**src/hdl/nlcc_pkg.sv**
```systemverilog
package nlcc_pkg;

	// line buffer size, one slot kept back
	localparam int LINE_CAPACITY = 96;
	localparam int CNT_W = $clog2(LINE_CAPACITY);
	localparam int LEN_W = 7;

	localparam logic [7:0] CH_DOLLAR = 8'h24;
	localparam logic [7:0] CH_STAR   = 8'h2A;
	localparam logic [7:0] CH_CR     = 8'h0D;
	localparam logic [7:0] CH_LF     = 8'h0A;
	localparam logic [7:0] CH_NUL    = 8'h00;

	typedef enum logic [1:0] {
		PH_FIRST  = 2'd0,
		PH_PLAIN  = 2'd1,
		PH_BODY   = 2'd2,
		PH_DIGITS = 2'd3
	} phase_t;

	typedef enum logic [1:0] {
		ST_EMPTY = 2'd0,
		ST_PLAIN = 2'd1,
		ST_GOOD  = 2'd2,
		ST_BAD   = 2'd3
	} status_t;

	typedef struct packed {
		logic       ok;
		logic [3:0] nibble;
	} hex_t;

	typedef struct packed {
		status_t          status;
		logic [LEN_W-1:0] length;
		logic [7:0]       comp;
		logic [7:0]       recv;
	} line_result_t;

	function automatic hex_t hex_decode(input logic [7:0] c);
		hex_t r;
		r.ok = 1'b1;
		r.nibble = 4'd0;
		if (c >= 8'h30 && c <= 8'h39) begin
			r.nibble = c[3:0];
		end else if ((c >= 8'h41 && c <= 8'h46) || (c >= 8'h61 && c <= 8'h66)) begin
			r.nibble = c[3:0] + 4'd9;
		end else begin
			r.ok = 1'b0;
		end
		return r;
	endfunction

endpackage

```
**src/hdl/nlcc_line_state.sv**
```systemverilog
module nlcc_line_state (
	input  logic                  clk,
	input  logic                  arst_n,
	input  logic                  step,
	input  logic [7:0]            data,
	output nlcc_pkg::line_result_t result
);
	import nlcc_pkg::*;

	logic [CNT_W-1:0] count_q, count_d;
	phase_t           phase_q, phase_d;
	logic [7:0]       xor_q, xor_d;
	logic [3:0]       hi_q, hi_d;
	logic [3:0]       lo_q, lo_d;
	logic [1:0]       digits_q, digits_d;
	logic             herr_q, herr_d;
	logic             ended_q, ended_d;
	hex_t             hx;
	logic [7:0]       recv;
	logic             nmea;

	assign hx = hex_decode(data);

	// result as the line stands now, taken when a newline steps in
	always_comb begin
		nmea = (phase_q == PH_BODY) || (phase_q == PH_DIGITS);
		recv = (digits_q == 2'd2 && !herr_q) ? {hi_q, lo_q} : 8'd0;
		result.length = LEN_W'(count_q);
		result.comp = 8'd0;
		result.recv = 8'd0;
		if (count_q == '0) begin
			result.status = ST_EMPTY;
		end else if (nmea) begin
			result.comp = xor_q;
			result.recv = recv;
			if (phase_q == PH_DIGITS && digits_q == 2'd2 && !herr_q && xor_q == recv) begin
				result.status = ST_GOOD;
			end else begin
				result.status = ST_BAD;
			end
		end else begin
			result.status = ST_PLAIN;
		end
	end

	always_comb begin
		count_d = count_q;
		phase_d = phase_q;
		xor_d = xor_q;
		hi_d = hi_q;
		lo_d = lo_q;
		digits_d = digits_q;
		herr_d = herr_q;
		ended_d = ended_q;
		if (data == CH_LF) begin
			count_d = '0;
			phase_d = PH_FIRST;
			xor_d = 8'd0;
			hi_d = 4'd0;
			lo_d = 4'd0;
			digits_d = 2'd0;
			herr_d = 1'b0;
			ended_d = 1'b0;
		end else if (data != CH_CR && count_q < CNT_W'(LINE_CAPACITY - 1)) begin
			count_d = count_q + 1'b1;
			if (!ended_q) begin
				if (data == CH_NUL) begin
					ended_d = 1'b1;
					if (phase_q == PH_FIRST) begin
						phase_d = PH_PLAIN;
					end
				end else begin
					case (phase_q)
						PH_FIRST: begin
							phase_d = (data == CH_DOLLAR) ? PH_BODY : PH_PLAIN;
						end
						PH_BODY: begin
							if (data == CH_STAR) begin
								phase_d = PH_DIGITS;
							end else begin
								xor_d = xor_q ^ data;
							end
						end
						PH_DIGITS: begin
							if (digits_q < 2'd2) begin
								if (!hx.ok) begin
									herr_d = 1'b1;
								end
								if (digits_q == 2'd0) begin
									hi_d = hx.nibble;
								end else begin
									lo_d = hx.nibble;
								end
								digits_d = digits_q + 2'd1;
							end
						end
						default: begin
						end
					endcase
				end
			end
		end
	end

	always_ff @(posedge clk or negedge arst_n) begin
		if (!arst_n) begin
			count_q <= '0;
			phase_q <= PH_FIRST;
			xor_q <= 8'd0;
			hi_q <= 4'd0;
			lo_q <= 4'd0;
			digits_q <= 2'd0;
			herr_q <= 1'b0;
			ended_q <= 1'b0;
		end else if (step) begin
			count_q <= count_d;
			phase_q <= phase_d;
			xor_q <= xor_d;
			hi_q <= hi_d;
			lo_q <= lo_d;
			digits_q <= digits_d;
			herr_q <= herr_d;
			ended_q <= ended_d;
		end
	end

endmodule

```
**config.mk**
```make
export PLATFORM = sky130hd
export DESIGN_NAME = nlcc_line_state
export DESIGN_NICKNAME = d
export VERILOG_FILES = /design/src/hdl/nlcc_pkg.sv /design/src/hdl/nlcc_line_state.sv
export SDC_FILE = /design/constraint.sdc
export NUM_CORES = 1
export LEC_CHECK = 0
export BUFFER_PORTS_ARGS = -buffer_cell sky130_fd_sc_hd__buf_2
export CAP_MARGIN = 20
export CORE_MARGIN = 2
export CORE_UTILIZATION = 39
export DETAILED_ROUTE_END_ITERATION = 8
export PLACE_DENSITY_LB_ADDON = 0.05
export RECOVER_POWER = 100
export SYNTH_ARGS = -nofsm -noshare
export SYNTH_HDL_FRONTEND = slang
export SYNTH_SLANG_ARGS = --single-unit
```
**constraint.sdc**
```tcl
create_clock -name clk -period 5.5 [get_ports clk]
set_input_delay 0.55 -clock clk [delete_from_list [all_inputs] [get_ports clk]]
set_output_delay 0.55 -clock clk [all_outputs]
set_load 0.02 [all_outputs]
```
== Word-level counts from Yosys, hierarchy flattened ==
Index checks and enable logic that the tools add are counted.
Word-level totals
  bits in registers: 29
  input port bits: 11
  output and inout bits: 25
  word-level logic and storage cells: 120
Cells by class
  $add $sub $neg: 3
  order comparisons: 8
  eq/ne operators: 15
  multiplexer cells: 57
  bitwise operators: 1
  reductions and logical operators: 28
Operators with widths (count)
  4-bit 2-to-1 mux: 16
  8-bit 2-to-1 mux: 7
  16-bit 2-to-1 mux: 2
  2-bit 2-to-1 mux: 15
  7-bit AND reduction: 3
  6-bit AND reduction: 3
  8-bit by 6-bit == test with 1-bit output (second input constant): 2
  8-bit by 7-bit greater-or-equal comparator with 1-bit output (second input constant): 2
  8-bit by 7-bit <= comparator with 1-bit output (second input constant): 2
  1-bit 2-to-1 mux: 14
  7-bit 2-to-1 mux: 2
  2-bit nonzero test: 5
  8-bit by 4-bit == test with 1-bit output (second input constant): 1
  8-bit == test: 1
  8-bit by 6-bit greater-or-equal comparator with 1-bit output (second input constant): 1
  8-bit by 6-bit <= comparator with 1-bit output (second input constant): 1
  1-bit logical AND: 8
  8-bit logical NOT: 1
  8-bit by 4-bit != test with 1-bit output (second input constant): 1
  8-bit bitwise XOR: 1
  7-bit by 1-bit adder with 7-bit output (second input constant): 1
  7-bit logical NOT: 1
  7-bit less-than comparator (second input constant): 1
  2-bit == test (second input constant): 3
  other kinds (13): 18

== Logic depth before layout (Yosys ltp) ==
  depth after elaboration: 12
  gate-level depth with buffers: 8
  gate-level depth less buffers: 7

== Worst setup path before layout ==
No wires, ideal clock.
  path kind: register -> output
  start: reg count_q[0]
  end: out result[10] in the netlist's numbering
  arrival time: 2.069 ns
  setup slack: 2.881 ns
  stages on the path, launching flop included: 8
  path buffers: 1
  path through: dfrtp_1 inv_1 ha_1 or4b_2 nor3_1 nor2b_1 clkbuf_1 and2_1
RTL lines
  start, declared: line nlcc_line_state.sv:10  | logic [CNT_W-1:0] count_q, count_d;
  start signal, assigned: line nlcc_line_state.sv:116  | count_q <= count_d;
  end, declared: line nlcc_line_state.sv:6  | output nlcc_pkg::line_result_t result

==> summary.md <==
| Metric | Value |
|---|---|
| Cts bufs inserted | 5 |
| Initial antenna violation count | 0 |
| Status | finished with violations |
| Crit path capture type | primary output |
| Placed insts | 313 |
| Initial Util | 0.4010 |
| Yosys reg bits | 29 |
| Seq/Total Area, Yosys | 0.3589 |
| Top cells by area, synth | dfrtp_1 (36%), and2_1 (5.9%), ha_1 (5.6%) |
| Final nets | 270 |
| Clock transition at path regs | 70 ps |
| Slowest CP cell | or4b_2 |
| Max-Cap Viols | 1 |
| VDD IR max | 0.1687 mV |
| Post-CTS setup buffers | 0 |
| Yosys top cell area share | 0.3589 |
| R2R Setup Slk | 3400 ps |
| Std cell rows | 26 |
| Hold WC Path Type | reg -> reg |
| Slew Limit Headroom | -0.05460 |
| Critical-path cell list | inv_1 -> ha_1 -> or4b_2 -> nor3_1 -> nor2b_1 -> and2_0 -> buf_2 |
| GPL Wtd Cong | 0.8266 |
| Number of gates resized after CTS | 0 |
| Final Hold Viols | 0 |
| Fmax | 0.3202 GHz |
| CTS Hold Buffers Added | 0 |
| CTS Sinks | 29 |
| Finished Layout Cells | 321 |
| Post-synth top cells | dfrtp_1 (29), and2_1 (19), nand2_1 (15), nor2_1 (14) |
| Share of post-route cells with drive strength above 1 | 0.1833 |
| Clk buf depth | 2 |
| Total grt overflow | 0 |
| DIE AREA | 5777 um^2 |
| Failing checks | max-capacitance violations, max-slew violations |
| H-tree level count | 2 |
| Largest net degree at the start of global routing | 30 |
| TritonCTS clock tree | done |
| Critical path class | reg -> out |
| Dpl ws | 2604 ps |
| Post-synth top area cell | dfrtp_1 |
| Die W | 76.01 um |
| Final Max Tran Viols | 30 |
| Drc violations | 0 |
| Crit-path max FO | 9 |
| Synth Net Count | 235 |
| Antenna diode count | 0 |
| Number of flops mapped to enable cells by yosys | 0 |
| WP data arrival | 2570 ps |
| Fin Setup TNS | 0 ps |
| Via count | 1,696 |
| DR iter-0 viols | 90 |
| Startpoint types | flop |
| Total track usage | 0.1894 |
| Vias in the first global route | 1,716 |
| RSZ-0062 raised after global routing | no |
| Port-buffer cells | 35 |
| Leakage | 1.063 nW |
| Core area | 5042 um^2 |
| Synth warn | 0 |
| Worst skew pair latency | 290 ps |
| Final setup margin | 2377 ps |
| Worst-Margin Slew | 1582 ps |
| Max stage delay on crit path | 580 ps |
| Post-synth top flop | dfrtp_1 |
| Tcrit/Tclk final | 0.5679 |
| Mapped Cells | 215 |
| CP required | 4950 ps |
| Unique masters post-synth | 49 |
| Vias per Instance | 5.283 |
| First-pass DRT Iterations | 4 |
| Root buffer cell | clkbuf_8 |
| Syn_area_per_cell | 9.404 um^2 |
| Drt wl/cell | 16.03 um |
| Chip Height | 76.01 um |
| Detailed Place HPWL | 3856 um |
| # setup viols final | 0 |
| Minimum clock period | 3123 ps |
| Pwr dens | 316.5 nW/um^2 |
| Top-count cell post-synth | dfrtp_1 |
| Total power | 0.7335 mW |
| Io pins | 36 |
| Synth Cell Area | 2022 um^2 |
| Routed WL | 5146 um |
| First-pass GRT wire length | 8680 um |
| Asr flop ratio synth | 1.000 |
| Post-DRT Antenna Nets | 0 |
| Synth-to-layout area growth | 14.60% |
| Final Skew | 7.859 ps |
per-layer routing:
layer  global-route usage  part of all wire  up-vias
li1                     -                 -      848
met1               0.2572              0.49      803
met2               0.2982              0.45       35
met3              0.03673             0.032       10
met4              0.07636             0.029        0
met5                    0                 0        -
flip-flops by register name (all words and copies together), names as in the netlist:
signal    cells
xor_q         8
count_q       7
hi_q          4
lo_q          4
digits_q      2
phase_q       2
ended_q       1
herr_q        1
placed cells by master (no fill, tap or decap), drive strengths merged, types with 3 or more instances in the layout:
master and n:
ha 9, nand2 15, nor2b 3, clkbuf 16, a31oi 3, o21ai 12, and2 19, nor3 3
nor2 15, buf 24, mux2 12, inv 9, xnor2 5, o31ai 4, and3 4, dfrtp 29
mux2i 5, nand2b 5, o22ai 3, nand3 12, a21oi 4, or3 3
logic make-up after synthesis:
kind of cell / Yosys count / share of synthesized area
flip-flops: 29 / 0.3589
AND/OR/NAND/NOR: 94 / 0.2617
AO/OA/AOI/OAI: 43 / 0.1591
multiplexers: 17 / 0.1009
adder cells (fa/ha/maj): 9 / 0.05569
XOR/XNOR: 7 / 0.03032
buffers and inverters: 16 / 0.03341
layout make-up:
class | instances | area, um^2
well taps | 70 | 87.58
multi-input cells | 170 | 1194
inverters | 9 | 33.78
repair buffers | 35 | 161.4
flip-flops and latches | 29 | 725.7
fillers | 499 | 2725
clock buffers | 5 | 68.82
clock inverters | 3 | 46.29
worst paths after layout:
check | to | cells after the start | from
setup / recovery | result[14] | 7 | count_q[0]
hold / removal | digits_q[0] | 1 | digits_q[0]
setup reg to reg | lo_q[2] | 4 | phase_q[0]
hold reg to reg | digits_q[0] | 1 | digits_q[0]
max in group asynchronous | herr_q | 1 | arst_n
min in group asynchronous | count_q[5] | 1 | arst_n
metrics by stage:
step | utilization | hold WS (ps) | instance area [um^2]
after global placement | 0.4464 | 491.1 | 2251
after detailed placement | 0.4464 | 486.7 | 2251
after CTS | 0.4692 | 313.3 | 2366
final | 0.4596 | 495.1 | 2317
after global routing | 0.4596 | 528.3 | 2317
after floorplan | - | 254.4 | 2022
power breakdown:
group,switching [mW],leakage (nW),internal [mW]
Clock,0.0945,0.0543,0.136
Combinational,0.118,0.631,0.0731
Sequential,0.0578,0.377,0.254
Total,0.271,1.06,0.463
worst max-delay path, delay by kind of cell (launching register included):
family	cells	cell delay, ps
adder cells (fa/ha/maj)	1	140
buffers and inverters	2	240
flip-flops	1	460
AND/OR/NAND/NOR	4	1440
(Power assumes the default switching activity.)
